==> src/design/tcsg_pkg.sv <==
// Shared types, register map and level table of the three-channel sound generator.
`timescale 1ns / 1ps

package tcsg_pkg;

    // Number of output channel slots, and how many of them carry a generator.
    localparam int MAX_CH   = 3;
    localparam int CHANNELS = 3;

    typedef enum logic [1:0] {
        OP_WRITE = 2'd0,
        OP_READ  = 2'd1,
        OP_TICK  = 2'd2
    } t_op;

    typedef logic [3:0]  t_reg_idx;
    typedef logic [16:0] t_level;

    localparam t_reg_idx REG_TONE_BASE  = 4'd0;
    localparam t_reg_idx REG_NOISE      = 4'd6;
    localparam t_reg_idx REG_MIXER      = 4'd7;
    localparam t_reg_idx REG_AMP_BASE   = 4'd8;
    localparam t_reg_idx REG_ENV_FINE   = 4'd11;
    localparam t_reg_idx REG_ENV_COARSE = 4'd12;
    localparam t_reg_idx REG_ENV_SHAPE  = 4'd13;

    localparam logic [7:0] RD_DISABLED = 8'hFF;

    typedef struct packed {
        logic att;
        logic alt;
        logic hold;
    } t_env_flags;

    // One bus beat as seen by the register file.
    typedef struct packed {
        logic       write;
        logic       addr_select;
        logic [7:0] data;
    } t_bus_req;

    // Envelope restart on a shape write.
    typedef struct packed {
        logic       load;
        t_env_flags flags;
    } t_env_load;

    // Generator settings decoded from the register file.
    typedef struct packed {
        logic [MAX_CH-1:0][11:0] tone_period;
        logic [4:0]              noise_period_half;
        logic [5:0]              mixer;
        logic [MAX_CH-1:0][4:0]  amp;
        logic [15:0]             env_period_half;
    } t_gen_cfg;

    // Logarithmic volume table, Q16.
    function automatic t_level level_of(input logic [3:0] vol);
        t_level lvl;
        case (vol)
            4'd0:    lvl = 17'd0;
            4'd1:    lvl = 17'd898;
            4'd2:    lvl = 17'd1343;
            4'd3:    lvl = 17'd1907;
            4'd4:    lvl = 17'd2779;
            4'd5:    lvl = 17'd4050;
            4'd6:    lvl = 17'd5551;
            4'd7:    lvl = 17'd8972;
            4'd8:    lvl = 17'd11082;
            4'd9:    lvl = 17'd17347;
            4'd10:   lvl = 17'd23115;
            4'd11:   lvl = 17'd29485;
            4'd12:   lvl = 17'd37382;
            4'd13:   lvl = 17'd44807;
            4'd14:   lvl = 17'd55588;
            default: lvl = 17'd65536;
        endcase
        return lvl;
    endfunction

endpackage

==> src/design/tcsg_ifs.sv <==
// Valid/ready channel interfaces for the sound generator request and result beats.
`timescale 1ns / 1ps

interface tcsg_in_if;
    logic       valid;
    logic       ready;
    logic [1:0] op;
    logic       addr_select;
    logic [7:0] write_data;

    modport source(output valid, output op, output addr_select, output write_data,
                   input ready);
    modport sink(input valid, input op, input addr_select, input write_data,
                 output ready);
endinterface

interface tcsg_out_if;
    logic             valid;
    logic             ready;
    logic [7:0]       read_data;
    tcsg_pkg::t_level level_a;
    tcsg_pkg::t_level level_b;
    tcsg_pkg::t_level level_c;

    modport source(output valid, output read_data, output level_a, output level_b,
                   output level_c, input ready);
    modport sink(input valid, input read_data, input level_a, input level_b,
                 input level_c, output ready);
endinterface

==> src/design/three_channel_sound_generator.sv <==
// Top level of the three-channel sound generator: bus access, tick and result beat.
// The result beat is registered and appears in the cycle after its request beat is accepted.
// Throughput: one beat per cycle; the state and result registers update in one pass.
// A new beat is taken whenever the result register is empty or drained that cycle.
// Reset (synchronous, active low): registers, dividers and envelope clear, noise
// shift register loads 1, the unit is enabled, and no result is pending.
`timescale 1ns / 1ps

module three_channel_sound_generator (
    input  logic  i_clk,
    input  logic  i_rst_n,
    input  logic  i_cfg_we,
    input  logic  i_cfg_wdata,
    tcsg_in_if.sink    i_in,
    tcsg_out_if.source o_out
);

    logic                 r_enabled;
    logic                 r_valid, n_valid;
    logic [7:0]           r_read_data;
    logic                 accept;
    logic [7:0]           rd_byte;
    tcsg_pkg::t_bus_req   bus_req;
    tcsg_pkg::t_gen_cfg   gen_cfg;
    tcsg_pkg::t_env_load  env_load;
    tcsg_pkg::t_level     level [tcsg_pkg::MAX_CH];

    // Take a beat when the result slot is free or being drained this cycle.
    assign i_in.ready = i_rst_n && (!r_valid || o_out.ready);
    assign accept     = i_in.valid && i_in.ready;

    // Enable bit: the user must write it only while the unit is idle; the block does not enforce this.
    always_ff @(posedge i_clk) begin
        if (!i_rst_n) begin
            r_enabled <= 1'b1;
        end else if (i_cfg_we) begin
            r_enabled <= i_cfg_wdata;
        end
    end

    // Bus writes are dropped while disabled; ticks always run.
    always_comb begin
        bus_req.write       = accept && (i_in.op == tcsg_pkg::OP_WRITE) && r_enabled;
        bus_req.addr_select = i_in.addr_select;
        bus_req.data        = i_in.write_data;
    end

    tcsg_regs u_regs (
        .i_clk      (i_clk),
        .i_rst_n    (i_rst_n),
        .i_req      (bus_req),
        .o_rd_byte  (rd_byte),
        .o_cfg      (gen_cfg),
        .o_env_load (env_load)
    );

    tcsg_gen u_gen (
        .i_clk      (i_clk),
        .i_rst_n    (i_rst_n),
        .i_tick     (accept && (i_in.op == tcsg_pkg::OP_TICK)),
        .i_cfg      (gen_cfg),
        .i_env_load (env_load),
        .o_level    (level)
    );

    // Result valid: set by an accepted beat, hold until the sink takes it.
    assign n_valid = accept || (r_valid && !o_out.ready);

    always_ff @(posedge i_clk) begin
        if (!i_rst_n) begin
            r_valid <= 1'b0;
        end else begin
            r_valid <= n_valid;
        end
    end

    // Read byte: latch or register, 255 while disabled, zero for every other beat.
    always_ff @(posedge i_clk) begin
        if (accept) begin
            if (i_in.op != tcsg_pkg::OP_READ) begin
                r_read_data <= 8'd0;
            end else if (!r_enabled) begin
                r_read_data <= tcsg_pkg::RD_DISABLED;
            end else begin
                r_read_data <= rd_byte;
            end
        end
    end

    // The channel level registers change only with an accepted tick, at the same
    // edge as the result register, so they serve as the level payload directly.
    assign o_out.valid     = r_valid;
    assign o_out.read_data = r_read_data;
    assign o_out.level_a   = level[0];
    assign o_out.level_b   = level[1];
    assign o_out.level_c   = level[2];

`ifndef SYNTHESIS
    a_accept_gives_result: assert property (@(posedge i_clk) disable iff (!i_rst_n)
        accept |=> o_out.valid)
        else $error("accepted beat produced no result");

    a_nonread_zero: assert property (@(posedge i_clk) disable iff (!i_rst_n)
        accept && (i_in.op != tcsg_pkg::OP_READ) |=> o_out.read_data == 8'd0)
        else $error("non-read beat returned nonzero read data");

    a_disabled_read: assert property (@(posedge i_clk) disable iff (!i_rst_n)
        accept && (i_in.op == tcsg_pkg::OP_READ) && !r_enabled
        |=> o_out.read_data == tcsg_pkg::RD_DISABLED)
        else $error("read while disabled did not return 255");

    a_levels_hold: assert property (@(posedge i_clk) disable iff (!i_rst_n)
        accept && (i_in.op != tcsg_pkg::OP_TICK)
        |=> (o_out.level_a == $past(o_out.level_a)) &&
            (o_out.level_b == $past(o_out.level_b)) &&
            (o_out.level_c == $past(o_out.level_c)))
        else $error("channel levels moved without a tick");
`endif

endmodule

==> src/design/tcsg_regs.sv <==
// Register file, register-number latch and setting decode of the sound generator.
`timescale 1ns / 1ps

module tcsg_regs (
    input  logic                i_clk,
    input  logic                i_rst_n,
    input  tcsg_pkg::t_bus_req  i_req,
    output logic [7:0]          o_rd_byte,
    output tcsg_pkg::t_gen_cfg  o_cfg,
    output tcsg_pkg::t_env_load o_env_load
);

    logic [7:0] r_regs [16];
    logic [3:0] r_sel;

    always_ff @(posedge i_clk) begin
        if (!i_rst_n) begin
            r_regs <= '{default: 8'd0};
            r_sel  <= 4'd0;
        end else if (i_req.write) begin
            if (i_req.addr_select) begin
                r_sel <= i_req.data[3:0];
            end else begin
                r_regs[r_sel] <= i_req.data;
            end
        end
    end

    assign o_rd_byte = i_req.addr_select ? {4'd0, r_sel} : r_regs[r_sel];

    // A shape write without the continue bit ends in a hold at zero.
    always_comb begin
        o_env_load.load       = i_req.write && !i_req.addr_select &&
                                (r_sel == tcsg_pkg::REG_ENV_SHAPE);
        o_env_load.flags.att  = i_req.data[2];
        o_env_load.flags.alt  = i_req.data[3] ? i_req.data[1] : i_req.data[2];
        o_env_load.flags.hold = i_req.data[0] | ~i_req.data[3];
    end

    always_comb begin
        for (int i = 0; i < tcsg_pkg::MAX_CH; i++) begin
            o_cfg.tone_period[i] = {
                r_regs[4'(tcsg_pkg::REG_TONE_BASE + 2 * i + 1)][3:0],
                r_regs[4'(tcsg_pkg::REG_TONE_BASE + 2 * i)]
            };
            o_cfg.amp[i] = r_regs[4'(tcsg_pkg::REG_AMP_BASE + i)][4:0];
        end
        o_cfg.noise_period_half = r_regs[tcsg_pkg::REG_NOISE][4:0];
        o_cfg.mixer             = r_regs[tcsg_pkg::REG_MIXER][5:0];
        o_cfg.env_period_half   = {r_regs[tcsg_pkg::REG_ENV_COARSE],
                                   r_regs[tcsg_pkg::REG_ENV_FINE]};
    end

endmodule

==> src/design/tcsg_gen.sv <==
// Tone dividers, noise shift register, envelope and channel level lookup.
`timescale 1ns / 1ps

module tcsg_gen (
    input  logic                i_clk,
    input  logic                i_rst_n,
    input  logic                i_tick,
    input  tcsg_pkg::t_gen_cfg  i_cfg,
    input  tcsg_pkg::t_env_load i_env_load,
    output tcsg_pkg::t_level    o_level [tcsg_pkg::MAX_CH]
);

    logic [11:0]           r_tone_count [tcsg_pkg::MAX_CH];
    logic [11:0]           n_tone_count [tcsg_pkg::MAX_CH];
    logic                  r_tone_phase [tcsg_pkg::MAX_CH];
    logic                  n_tone_phase [tcsg_pkg::MAX_CH];
    tcsg_pkg::t_level      r_level      [tcsg_pkg::MAX_CH];
    tcsg_pkg::t_level      n_level      [tcsg_pkg::MAX_CH];
    logic [5:0]            r_noise_count, n_noise_count;
    logic [16:0]           r_noise_shift, n_noise_shift;
    logic                  r_noise_bit,   n_noise_bit;
    logic [16:0]           r_env_count,   n_env_count;
    logic [4:0]            r_env_idx,     n_env_idx;
    logic [3:0]            r_env_level,   n_env_level;
    tcsg_pkg::t_env_flags  r_env_flags,   n_env_flags;

    logic                  env_att;
    logic [3:0]            ch_vol [tcsg_pkg::MAX_CH];
    logic                  ch_on  [tcsg_pkg::MAX_CH];

    always_comb begin
        n_noise_count = r_noise_count;
        n_noise_shift = r_noise_shift;
        n_noise_bit   = r_noise_bit;
        n_env_count   = r_env_count;
        n_env_idx     = r_env_idx;
        n_env_level   = r_env_level;
        n_env_flags   = r_env_flags;
        env_att       = r_env_flags.att;
        for (int i = 0; i < tcsg_pkg::MAX_CH; i++) begin
            n_tone_count[i] = r_tone_count[i];
            n_tone_phase[i] = r_tone_phase[i];
            n_level[i]      = r_level[i];
            ch_vol[i]       = 4'd0;
            ch_on[i]        = 1'b0;
        end

        if (i_env_load.load) begin
            n_env_flags = i_env_load.flags;
            n_env_idx   = 5'd0;
        end

        if (i_tick) begin
            // Noise: shift right, feedback from bits 0 and 2.
            n_noise_count = r_noise_count + 6'd1;
            if (n_noise_count >= {i_cfg.noise_period_half, 1'b0}) begin
                n_noise_count = 6'd0;
                n_noise_shift = {r_noise_shift[0] ^ r_noise_shift[2], r_noise_shift[16:1]};
                n_noise_bit   = n_noise_shift[1];
            end

            // Envelope: step once per period, holding or repeating after 16 steps.
            n_env_count = r_env_count + 17'd1;
            if (n_env_count >= {i_cfg.env_period_half, 1'b0}) begin
                n_env_count = 17'd0;
                if ((r_env_idx >= 5'd16) && r_env_flags.hold) begin
                    n_env_level = (r_env_flags.alt ? env_att : !env_att) ? 4'd0 : 4'd15;
                end else begin
                    if (r_env_idx >= 5'd16) begin
                        n_env_idx = 5'd0;
                        if (r_env_flags.alt) begin
                            n_env_flags.att = ~r_env_flags.att;
                            env_att         = ~r_env_flags.att;
                        end
                    end
                    n_env_level = env_att ? n_env_idx[3:0] : (4'd15 - n_env_idx[3:0]);
                    n_env_idx   = n_env_idx + 5'd1;
                end
            end

            for (int i = 0; i < tcsg_pkg::MAX_CH; i++) begin
                if (i < tcsg_pkg::CHANNELS) begin
                    n_tone_count[i] = r_tone_count[i] + 12'd1;
                    if (n_tone_count[i] >= i_cfg.tone_period[i]) begin
                        n_tone_count[i] = 12'd0;
                        n_tone_phase[i] = ~r_tone_phase[i];
                    end
                    ch_on[i]   = (i_cfg.mixer[i] | n_tone_phase[i]) &
                                 (i_cfg.mixer[i + 3] | n_noise_bit);
                    ch_vol[i]  = i_cfg.amp[i][4] ? n_env_level : i_cfg.amp[i][3:0];
                    n_level[i] = ch_on[i] ? tcsg_pkg::level_of(ch_vol[i]) : 17'd0;
                end else begin
                    n_level[i] = 17'd0;
                end
            end
        end
    end

    always_ff @(posedge i_clk) begin
        if (!i_rst_n) begin
            for (int i = 0; i < tcsg_pkg::MAX_CH; i++) begin
                r_tone_count[i] <= 12'd0;
                r_tone_phase[i] <= 1'b0;
                r_level[i]      <= 17'd0;
            end
            r_noise_count <= 6'd0;
            r_noise_shift <= 17'd1;
            r_noise_bit   <= 1'b0;
            r_env_count   <= 17'd0;
            r_env_idx     <= 5'd0;
            r_env_level   <= 4'd0;
            r_env_flags   <= '0;
        end else begin
            for (int i = 0; i < tcsg_pkg::MAX_CH; i++) begin
                r_tone_count[i] <= n_tone_count[i];
                r_tone_phase[i] <= n_tone_phase[i];
                r_level[i]      <= n_level[i];
            end
            r_noise_count <= n_noise_count;
            r_noise_shift <= n_noise_shift;
            r_noise_bit   <= n_noise_bit;
            r_env_count   <= n_env_count;
            r_env_idx     <= n_env_idx;
            r_env_level   <= n_env_level;
            r_env_flags   <= n_env_flags;
        end
    end

    assign o_level = r_level;

endmodule
==> src/flat_wrapper.sv <==
// flat-port wrapper written by rule: the top's interface ports become plain ports
module three_channel_sound_generator_flat 
  (i_clk, i_rst_n, i_cfg_we, i_cfg_wdata, i_in_valid, i_in_op, i_in_addr_select, i_in_write_data, i_in_ready, o_out_valid, o_out_read_data, o_out_level_a, o_out_level_b, o_out_level_c, o_out_ready);
  tcsg_in_if i_in_i ();
  tcsg_out_if o_out_i ();
  input  logic i_clk;
  input  logic i_rst_n;
  input  logic i_cfg_we;
  input  logic i_cfg_wdata;
  input wire logic [$bits(i_in_i.valid)-1:0] i_in_valid;
  input wire logic [$bits(i_in_i.op)-1:0] i_in_op;
  input wire logic [$bits(i_in_i.addr_select)-1:0] i_in_addr_select;
  input wire logic [$bits(i_in_i.write_data)-1:0] i_in_write_data;
  output wire logic [$bits(i_in_i.ready)-1:0] i_in_ready;
  output wire logic [$bits(o_out_i.valid)-1:0] o_out_valid;
  output wire logic [$bits(o_out_i.read_data)-1:0] o_out_read_data;
  output wire logic [$bits(o_out_i.level_a)-1:0] o_out_level_a;
  output wire logic [$bits(o_out_i.level_b)-1:0] o_out_level_b;
  output wire logic [$bits(o_out_i.level_c)-1:0] o_out_level_c;
  input wire logic [$bits(o_out_i.ready)-1:0] o_out_ready;
  assign i_in_i.valid = i_in_valid;
  assign i_in_i.op = i_in_op;
  assign i_in_i.addr_select = i_in_addr_select;
  assign i_in_i.write_data = i_in_write_data;
  assign i_in_ready = i_in_i.ready;
  assign o_out_valid = o_out_i.valid;
  assign o_out_read_data = o_out_i.read_data;
  assign o_out_level_a = o_out_i.level_a;
  assign o_out_level_b = o_out_i.level_b;
  assign o_out_level_c = o_out_i.level_c;
  assign o_out_i.ready = o_out_ready;
  three_channel_sound_generator u_core (.i_clk(i_clk), .i_rst_n(i_rst_n), .i_cfg_we(i_cfg_we), .i_cfg_wdata(i_cfg_wdata), .i_in(i_in_i), .o_out(o_out_i));
endmodule
==> config.mk <==
export PLATFORM = sky130hd
export DESIGN_NAME = three_channel_sound_generator_flat
export DESIGN_NICKNAME = d
export VERILOG_FILES = /design/src/design/tcsg_pkg.sv /design/src/design/tcsg_ifs.sv /design/src/design/three_channel_sound_generator.sv /design/src/design/tcsg_regs.sv /design/src/design/tcsg_gen.sv /design/src/flat_wrapper.sv
export SDC_FILE = /design/constraint.sdc
export NUM_CORES = 1
export LEC_CHECK = 0
export BUFFER_PORTS_ARGS = -buffer_cell sky130_fd_sc_hd__buf_2
export CAP_MARGIN = 30
export CORE_MARGIN = 2
export CORE_UTILIZATION = 40
export DETAILED_ROUTE_END_ITERATION = 10
export PLACE_DENSITY = 0.62
export SYNTH_ARGS = -nofsm -noshare
export SYNTH_HDL_FRONTEND = slang
export SYNTH_SLANG_ARGS = --single-unit
==> constraint.sdc <==
create_clock -name i_clk -period 4.2 [get_ports i_clk]
set_input_delay 0.84 -clock i_clk [delete_from_list [all_inputs] [get_ports i_clk]]
set_output_delay 0.84 -clock i_clk [all_outputs]
set_load 0.02 [all_outputs]
==> results.toml, run 1 <==
[synthesis]
avgSynthCellArea_um2 = 8.65
synth_edf_count = 8
ys_top_cells_by_area = "dfxtp_1, ha_1, mux2i_1"
synthArstFlopShare_pct = 0
ys_seq_area_share_pct = 37.2
synth_top_area_share_pct = 35.6
synth_nets = 1905
synth_seq_cells = 285
ys.warnings.count = 0
ys.flop_type = "dfxtp_1"
netlist.top_cell.by_area = "dfxtp_1"
synth_cell_types = 80
syn_inst = 1798
syn_area_um2 = 15600

[setup_path]
crit_fanout = 4
arrival_ps = 4530
cp-end-kind = "register"
r2r_slack_ps = 180
critPathLaunch = "u_core.u_gen.r_env_count[0]$_SDFFE_PN0P_"
r2r_end = "u_core.u_gen.o_level[21]$_SDFFE_PN0P_"
critPathRequiredTime_ps = 4710
reg2reg_depth = 20
cp-start-kind = "register"
endpoint = "u_core.u_gen.o_level[21]$_SDFFE_PN0P_"
r2r_start = "u_core.u_gen.r_env_count[0]$_SDFFE_PN0P_"
setup.worst_path.class = "reg -> reg"

[final_layout]
area_growth_pct = 18.5
nNetsFinal = 2002
drive_above_1_share_pct = 18.2

[cts]
cts_buffers = 31
cts_tree = "built"
h-tree-depth = 1
clk_latency_ps = 590
root_buffer = "clkbuf_16"
cts_num_sinks = 285
cts-hold-fix-buffers = 0
clk_path_buf_depth = 3
clk_pin_slew_worst_paths_ps = 60

[grt]
grt_pass1_vias = 12500
grt_pass1_wl_um = 67600
grt_usage_pct = 20.4
grt_start_max_net_pins = 147
antenna_found_initial = 4
grt_overflow = 0

[floorplan]
die_w_um = 201
core_um2 = 38600
ioPinCount = 78
die_h_um = 201
dieArea_um2 = 40500
rows = 72
start_util_pct = 40.4

[outcome]
status = "complete, no violations"

[pwr]
p_switching_mw = 1.29
internal-power_mw = 4.37
p_per_area_nw_per_um2 = 307
peakVddDrop_mv = 0.335
swShare_pct = 22.8
leakage_nw = 7.36
power.total_mw = 5.66
clkPwrFrac_pct = 48.6
comb_power_share_pct = 3.2
seq_power_share_pct = 48.3

[sta]
setup_ws_ps = 177
fin_skew_ps = 21.0
setup_viol = 0
finalCriticalPeriod_ps = 4020
whs_ps = 444
relSlewSlack_pct = 45.3
tightest_slew_ps = 815
max_freq_ghz = 0.249
slew_viol_final = 0
period_share_pct = 95.8
hold_viol = 0

[placed_design]
dp_slack_ps = 30.3
hpwlAfterDp_um = 29500
routabilityCongestion = 0.879
port_buffers = 77

[drt]
drt_iter0_drc = 978
antenna_left = 0
firstDrtPassIters = 5
wire_per_inst_um = 17.5
vias = 13400
drc = 0
wirelength_um = 42700
vias_per_cell = 5.49

[run]
cap_violations = 0

[min_path]
hold_start = "u_core.u_gen.o_level[50]$_SDFFE_PN0P_"
worstHoldPathType = "reg -> reg"
[registers in the layout, indices dropped and copies added, names as in the netlist]
| signal | flops |
|---|---|
| u_core.u_gen.r_noise_bit | 1 |
| u_core.u_regs.r_sel | 4 |
| u_core.u_gen.r_tone_count | 36 |
| u_core.r_enabled | 1 |
| u_core.u_regs.o_cfg | 78 |
| u_core.u_gen.r_noise_shift | 17 |
| u_core.u_gen.r_env_idx | 5 |
| u_core.u_gen.r_env_flags | 3 |
| u_core.u_regs.r_regs | 50 |
| u_core.u_gen.r_env_level | 4 |
| u_core.u_gen.r_noise_count | 6 |
| u_core.o_out.valid | 1 |
| u_core.o_out.read_data | 8 |
| u_core.u_gen.r_tone_phase | 3 |
| u_core.u_gen.o_level | 51 |
| u_core.u_gen.r_env_count | 17 |
[synthesized netlist by cell type (6+ instances only)]
library cell  instances
a211oi_1             15
nand2_1             253
a21oi_1             157
nor3_1               25
o31ai_1              10
o21ai_0              62
a31oi_1              10
edfxtp_1              8
a21o_1                7
and3_1               32
dfxtp_1             277
mux2i_1             101
or3_1                 7
nand2b_1             13
buf_1                10
a32oi_1               7
and2_1               12
buf_2                15
clkbuf_1             82
xnor2_1              24
nand3b_1             20
o211ai_1              6
inv_1                86
nor2_1              194
a2bb2oi_1             7
xor2_1               39
a221oi_1             11
a22oi_1              15
ha_1                 90
nand3_1              43
mux4_2               39
nor2b_1              24
nand4_1              10
[kinds of logic (layout without fill, tap and decap cells)]
family	count (synthesis)	after routing	synth area share [%]
and+or+nand+nor	648	648	18.7
muxes	142	142	12.3
AOI/OAI and AO/OA	371	371	16.0
DFF	285	285	37.2
adders and majority gates	90	90	7.24
other	0	2	0
buffers and inverters	199	319	5.03
xor gates and xnor gates	63	63	3.55
[cell type report]
cell class / instances / area (µm²)
Clock inverter: 18 / 183
Multi-Input combinational cell: 1314 / 9380
Tap cell: 518 / 648
Inverter: 87 / 334
Fill cell: 3670 / 20100
Clock buffer: 38 / 842
Timing Repair Buffer: 176 / 1250
Sequential cell: 285 / 5790
Antenna cell: 2 / 5.00
[routing by layer]
metal	routed length, µm	GRT usage (%)	vias up	share of wire (%)
met4	935	5.93	2	2.2
met5	11	0	-	0.026
met3	2260	3.05	62	5.3
met2	20000	33.8	360	47
li1	-	-	6501	-
met1	19500	27.5	6457	46
[per-stage QoR]
| stage | std cells | TNS, ps | cell area, µm² | utilization (%) |
|---|---|---|---|---|
| floorplan | 1798 | 0 | 15600 | - |
| global placement | 2370 | 0 | 17000 | 44.0 |
| detailed placement | 2370 | 0 | 17000 | 44.0 |
| CTS | 2426 | 0 | 18000 | 46.7 |
| global route | 2436 | -293 | 18400 | 47.8 |
| finish | 2438 | 0 | 18400 | 47.8 |
[power by group through the flow]
| stage | registers (mW) | clock network [mW] | logic (mW) |
|---|---|---|---|
| finish | 2.73 | 2.75 | 0.179 |
| global route | 2.73 | 2.92 | 0.192 |
| CTS | 2.73 | 2.81 | 0.177 |
| detailed placement | 2.79 | 0 | 0.176 |
| global placement | 2.79 | 0 | 0.174 |
| floorplan | 2.79 | 0 | 0.106 |
[critical path, stage by stage (launching register included)]
cell     delay (ps)
dfxtp_2         360
ha_4            160
nand3_4          80
nor2_4          120
and3_4          190
and3_4          200
buf_6           110
nand3_4         100
xnor2_4         250
ha_4            230
nand4_1         130
buf_4           140
a21oi_2          30
o22a_2          280
buf_6           150
or3_4           370
a31oi_4         240
inv_2            60
ha_1            260
or3_1           390
a21oi_2         120
[cells in the final DEF, fill, tap and decap left out, types with 20 or more instances in the layout]
cell type / instances
xor2_1: 37
nor2_1: 191
and3_1: 28
nor2b_1: 24
o21ai_0: 60
a21oi_1: 155
nand3b_1: 20
mux2i_1: 101
mux4_2: 39
buf_2: 77
ha_1: 83
clkbuf_16: 32
nand2_1: 252
inv_1: 80
dfxtp_1: 273
nand3_1: 39
xnor2_1: 21
buf_4: 84
nor3_1: 25
[worst min path at each step]
stage / slack [ps] / cells past startpoint / to
2_1_floorplan: 430 / 2 / u_core.u_regs.r_regs[7]$_SDFFE_PN0P_
3_3_place_gp: 440 / 2 / u_core.u_regs.r_regs[2]$_SDFFE_PN0P_
3_5_place_dp: 440 / 2 / u_core.u_gen.o_level[50]$_SDFFE_PN0P_
4_1_cts: 440 / 3 / u_core.r_enabled$_SDFFE_PN1P_
5_1_grt: 460 / 2 / u_core.u_gen.o_level[50]$_SDFFE_PN0P_
6_report: 440 / 2 / u_core.u_gen.o_level[50]$_SDFFE_PN0P_
[what timing repair did]
| item | CTS | global route |
|---|---|---|
| buffers inserted | 0 | 10 |
| setup endpoints to repair | 0 | 57 |
| gates resized for setup | 0 | 65 |
(Power assumes the default switching activity.)
==> run 2, diff against run 1 <==
--- a/config.mk
+++ b/config.mk
@@ -11,6 +11,7 @@
 export CORE_UTILIZATION = 40
 export DETAILED_ROUTE_END_ITERATION = 10
 export PLACE_DENSITY = 0.62
+export SETUP_SLACK_MARGIN = 0.4
 export SYNTH_ARGS = -nofsm -noshare
 export SYNTH_HDL_FRONTEND = slang
 export SYNTH_SLANG_ARGS = --single-unit
==> results.toml, run 2 (same netlist as run 1, synthesis figures left out) <==
[cts]
cts_buffers = 35
clk_latency_ps = 540
cts_tree = "built"
clk_pin_slew_worst_paths_ps = 60
cts_num_sinks = 285
clk_path_buf_depth = 3
root_buffer = "clkbuf_16"
h-tree-depth = 2

[final_layout]
area_growth_pct = 26.0
layout.cells.most_common = "dfxtp_1"
drive_above_1_share_pct = 24.0
fin_area_um2 = 19600
nNetsFinal = 2041
stdcell_count = 2475
fin_util_pct = 50.9
n_antenna_cell = 0
regArea_um2 = 5800
largest_register_ffs = 78
final_cell_mix = "dfxtp_1, nand2_1, nor2_1, a21oi_1, mux2i_1"
multi_input_area_um2 = 10000
n_fill_cell = 3489

[setup_path]
crit_fanout = 5
path_common_cell = "ha_4"
setup.worst_path.class = "reg -> reg"
crit_buf_inv = 4
slowest_stage = "a2111oi_4"
max_stage_delay_ps = 410
cp-start-kind = "register"
cp-end-kind = "register"
critPathRequiredTime_ps = 4580
arrival_ps = 4550
critPathTopFamily = "compound AO/OA/AOI/OAI gates"
path_cells = "ha_4, nand3_4, nor2_4, and3_4, and3_4, buf_6, nand3_4, xnor2_4, ha_4, nand4_1, a2111oi_4, buf_4, o31ai_1, buf_4, o22ai_4, inv_4, ha_4, mux2i_1, a222oi_1, nor3_1"

[floorplan]
start_util_pct = 40.4
dieArea_um2 = 40500
ioPinCount = 78
rows = 72
die_h_um = 201
die_w_um = 201
core_um2 = 38600

[placed_design]
routabilityCongestion = 0.859
hpwlAfterDp_um = 28500
dp_cells = 2350
placed_cell_area_um2 = 16900
dp_slack_ps = -77.4
port_buffers = 77

[drt]
firstDrtPassIters = 5
drc = 0
vias_per_cell = 5.50
wire_per_inst_um = 18.0
drt_iter0_drc = 907
wirelength_um = 44600
vias = 13600
antenna_left = 0

[sta]
tightest_slew_ps = 810
period_share_pct = 99.1
whs_ps = 442
slew_viol_final = 0
setup_viol = 0
hold_viol = 0
relSlewSlack_pct = 46.0
finalCriticalPeriod_ps = 4160
setup_ws_ps = 37.1
grt_setup_unrepaired = "yes"
max_freq_ghz = 0.240
fin_skew_ps = 20.2

[grt]
grt_overflow = 0
grt_pass1_wl_um = 68800
grt_pass1_vias = 12900
grt_usage_pct = 20.8
antenna_found_initial = 0
grt_start_max_net_pins = 98

[run]
cap_violations = 0

[pwr]
p_per_area_nw_per_um2 = 308
leakage_nw = 7.72
peakVddDrop_mv = 0.216

[outcome]
status = "complete, no violations"

[min_path]
worstHoldPathType = "reg -> reg"
[run 2: final cells by class]
type / instances / share of cell area (%)
timing repair buffer: 209 / 8.20
clock inverter: 8 / 0.747
multi-input combinational: 1316 / 51.1
tap: 518 / 3.31
clock buffer: 52 / 5.26
inverter: 87 / 1.79
sequential: 285 / 29.6
[run 2: per-layer routing]
metal  global-route usage (%)  up-vias  wire length [µm]
li1                         -     6576                 -
met1                     27.2     6561             19400
met2                     34.3      400             21400
met3                     4.34       84              2600
met4                     7.12        0              1210
met5                        0        -                 0
[run 2: worst paths after layout]
check / start / to / slack, ps / cells past startpoint
hold reg to reg: u_core.u_gen.r_noise_shift[11]$_SDFFE_PN0P_ / u_core.u_gen.r_noise_shift[10]$_SDFFE_PN0P_ / 440 / 2
setup reg to reg: u_core.u_gen.r_env_count[0]$_SDFFE_PN0P_ / u_core.u_gen.o_level[10]$_SDFFE_PN0P_ / 40 / 20
hold / removal: u_core.u_gen.r_noise_shift[11]$_SDFFE_PN0P_ / u_core.u_gen.r_noise_shift[10]$_SDFFE_PN0P_ / 440 / 2
setup / recovery: u_core.u_gen.r_env_count[0]$_SDFFE_PN0P_ / u_core.u_gen.o_level[10]$_SDFFE_PN0P_ / 40 / 20
[run 2: metrics by stage]
step	total power [mW]	setup TNS, ps
finish	6.04	0
global route	6.22	-397
CTS	6.09	0
detailed placement	2.97	-80.7
global placement	2.96	0
floorplan	2.90	0
[run 2: tightest hold or removal path, delay by kind of cell (launching register included)]
kind	cells	cell delay, ps
AO/OA/AOI/OAI	1	50
AND/OR/NAND/NOR	1	50
flip-flops	1	310
[run 2: what timing repair did]
item,CTS,global route
cloned,5,1
setup buffers,28,31
gates resized for setup,71,135
setup endpoints to repair,58,83
endpoints found under the hold margin,0,0
pin swaps,38,73
hold buffers,0,0
[run 2: where the power goes]
group	internal, mW	switching [mW]	total, mW
combinational	0.0433	0.137	0.180
sequential	2.72	0.00789	2.73
clock	1.94	1.18	3.13
total	4.71	1.33	6.04
==> run 3, diff against run 2 <==
--- a/config.mk
+++ b/config.mk
@@ -5,7 +5,7 @@
 export SDC_FILE = /design/constraint.sdc
 export NUM_CORES = 1
 export LEC_CHECK = 0
-export BUFFER_PORTS_ARGS = -buffer_cell sky130_fd_sc_hd__buf_2
+export BUFFER_PORTS_ARGS = -buffer_cell sky130_fd_sc_hd__buf_4
 export CAP_MARGIN = 30
 export CORE_MARGIN = 2
 export CORE_UTILIZATION = 40
==> results.toml, run 3 (same netlist as run 1, synthesis figures left out) <==
[grt]
grt_overflow = 0
grt_pass1_vias = 13000
grt_start_max_net_pins = 101
grt_pass1_wl_um = 68800
grt_usage_pct = 20.6
antenna_found_initial = 0

[floorplan]
core_um2 = 38600
rows = 72
start_util_pct = 40.4
die_w_um = 201
dieArea_um2 = 40500
die_h_um = 201
ioPinCount = 78

[setup_path]
critPathRequiredTime_ps = 4580
cp-start-kind = "register"
setup.worst_path.class = "reg -> reg"
cp-end-kind = "register"
arrival_ps = 4390
crit_fanout = 6

[final_layout]
n_antenna_cell = 0
stdcell_count = 2467
fin_area_um2 = 19500
n_fill_cell = 3516
final_cell_mix = "dfxtp_1, nand2_1, nor2_1, buf_4, a21oi_1"
largest_register_ffs = 78
area_growth_pct = 25.4
nNetsFinal = 2031
layout.cells.most_common = "dfxtp_1"
fin_util_pct = 50.6
drive_above_1_share_pct = 23.6

[sta]
fin_skew_ps = 18.5
period_share_pct = 95.5
grt_setup_unrepaired = "yes"
tns_ps = 0
setup_ws_ps = 189
finalCriticalPeriod_ps = 4010
hold_viol = 0
relSlewSlack_pct = 47.6
slew_viol_final = 0
tightest_slew_ps = 785
max_freq_ghz = 0.249
setup_viol = 0

[cts]
clk_latency_ps = 530
clk_path_buf_depth = 3
root_buffer = "clkbuf_16"
cts_buffers = 34
h-tree-depth = 2
clk_pin_slew_worst_paths_ps = 60
cts_num_sinks = 285
cts_tree = "built"

[drt]
wire_per_inst_um = 17.4
vias_per_cell = 5.46
firstDrtPassIters = 5
vias = 13500
drt_iter0_drc = 848
antenna_left = 0
wirelength_um = 43000
drc = 0

[pwr]
leakage_nw = 7.65
peakVddDrop_mv = 0.216
p_per_area_nw_per_um2 = 309

[placed_design]
hpwlAfterDp_um = 28300
dp_cells = 2360
dp_slack_ps = -16.9
placed_cell_area_um2 = 17200
routabilityCongestion = 0.873
port_buffers = 77

[run]
cap_violations = 0

[min_path]
worstHoldPathType = "reg -> reg"

[outcome]
status = "complete, no violations"
-- run 3: cell types whose count changed in the layout (fill, tap and decap cells not counted), moves of 4 or more --
cell      delta
buf_4       +81
buf_2       -76
buf_6        -7
ha_1         +5
ha_4         -5
and3_1       -4
and3_2       +4
buf_12       -4
clkbuf_1     -4
clkbuf_8     +4
nor2_2       +4
-- run 3: final cells by class --
cell class	instances	area (µm²)	share of cell area (%)
clock inverter	11	176	0.904
timing repair buffer	201	1650	8.44
inverter	87	354	1.81
tap	518	648	3.32
multi-input combinational	1315	9870	50.6
sequential	285	5800	29.7
clock buffer	50	1020	5.24
-- run 3: critical path: stages (launching register included) --
cell and delay, ps:
dfxtp_4 360, buf_6 100, nand3_4 80, nor2_4 90, and3_4 180, and3_4 220
buf_4 120, xor2_1 50, ha_1 300, nand2_2 70, or4_4 420, a21oi_2 130
o22a_2 280, buf_6 130, buf_6 120, o31ai_4 80, o22ai_4 290, inv_4 80
ha_4 280, mux2i_1 70, a222oi_1 310, nor3_1 80
-- run 3: power breakdown --
group / leakage (nW) / switching, mW / internal, mW
logic: 4.75 / 0.138 / 0.0505
registers: 2.31 / 0.00841 / 2.72
clock network: 0.587 / 1.21 / 1.89
total: 7.65 / 1.36 / 4.67
-- run 3: timing repair --
item / 4_1_cts / 5_1_grt
hold buffers: 0 / 0
gates resized for setup: 73 / 91
pin swaps: 37 / 49
buffers inserted: 29 / 15
cloned: 1 / 1
endpoints found under the setup margin: 51 / 80
-- run 3: worst paths after layout --
kind,startpoint,to,slack (ps),depth (start not counted)
setup / recovery,u_core.u_gen.r_env_count[0]$_SDFFE_PN0P_,u_core.u_gen.o_level[10]$_SDFFE_PN0P_,190,21
hold / removal,u_core.u_gen.o_level[45]$_SDFFE_PN0P_,u_core.u_gen.o_level[45]$_SDFFE_PN0P_,450,2
setup reg to reg,u_core.u_gen.r_env_count[0]$_SDFFE_PN0P_,u_core.u_gen.o_level[10]$_SDFFE_PN0P_,190,21
hold reg to reg,u_core.u_gen.o_level[45]$_SDFFE_PN0P_,u_core.u_gen.o_level[45]$_SDFFE_PN0P_,450,2
-- run 3: through the flow --
step / power [mW] / hold slack, ps
2_1_floorplan: 2.90 / 429
3_3_place_gp: 2.97 / 435
3_5_place_dp: 2.97 / 444
4_1_cts: 6.09 / 452
5_1_grt: 6.23 / 468
6_report: 6.03 / 449
-- run 3: metal layers --
layer,global-route usage (%),wire length [µm],vias up,part of all wire [%]
li1,-,-,6570,-
met3,3.34,2150,73,5.0
met2,34.3,20300,347,47
met4,7.51,1290,0,3.0
met5,0,0,-,0
met1,27.1,19200,6487,45
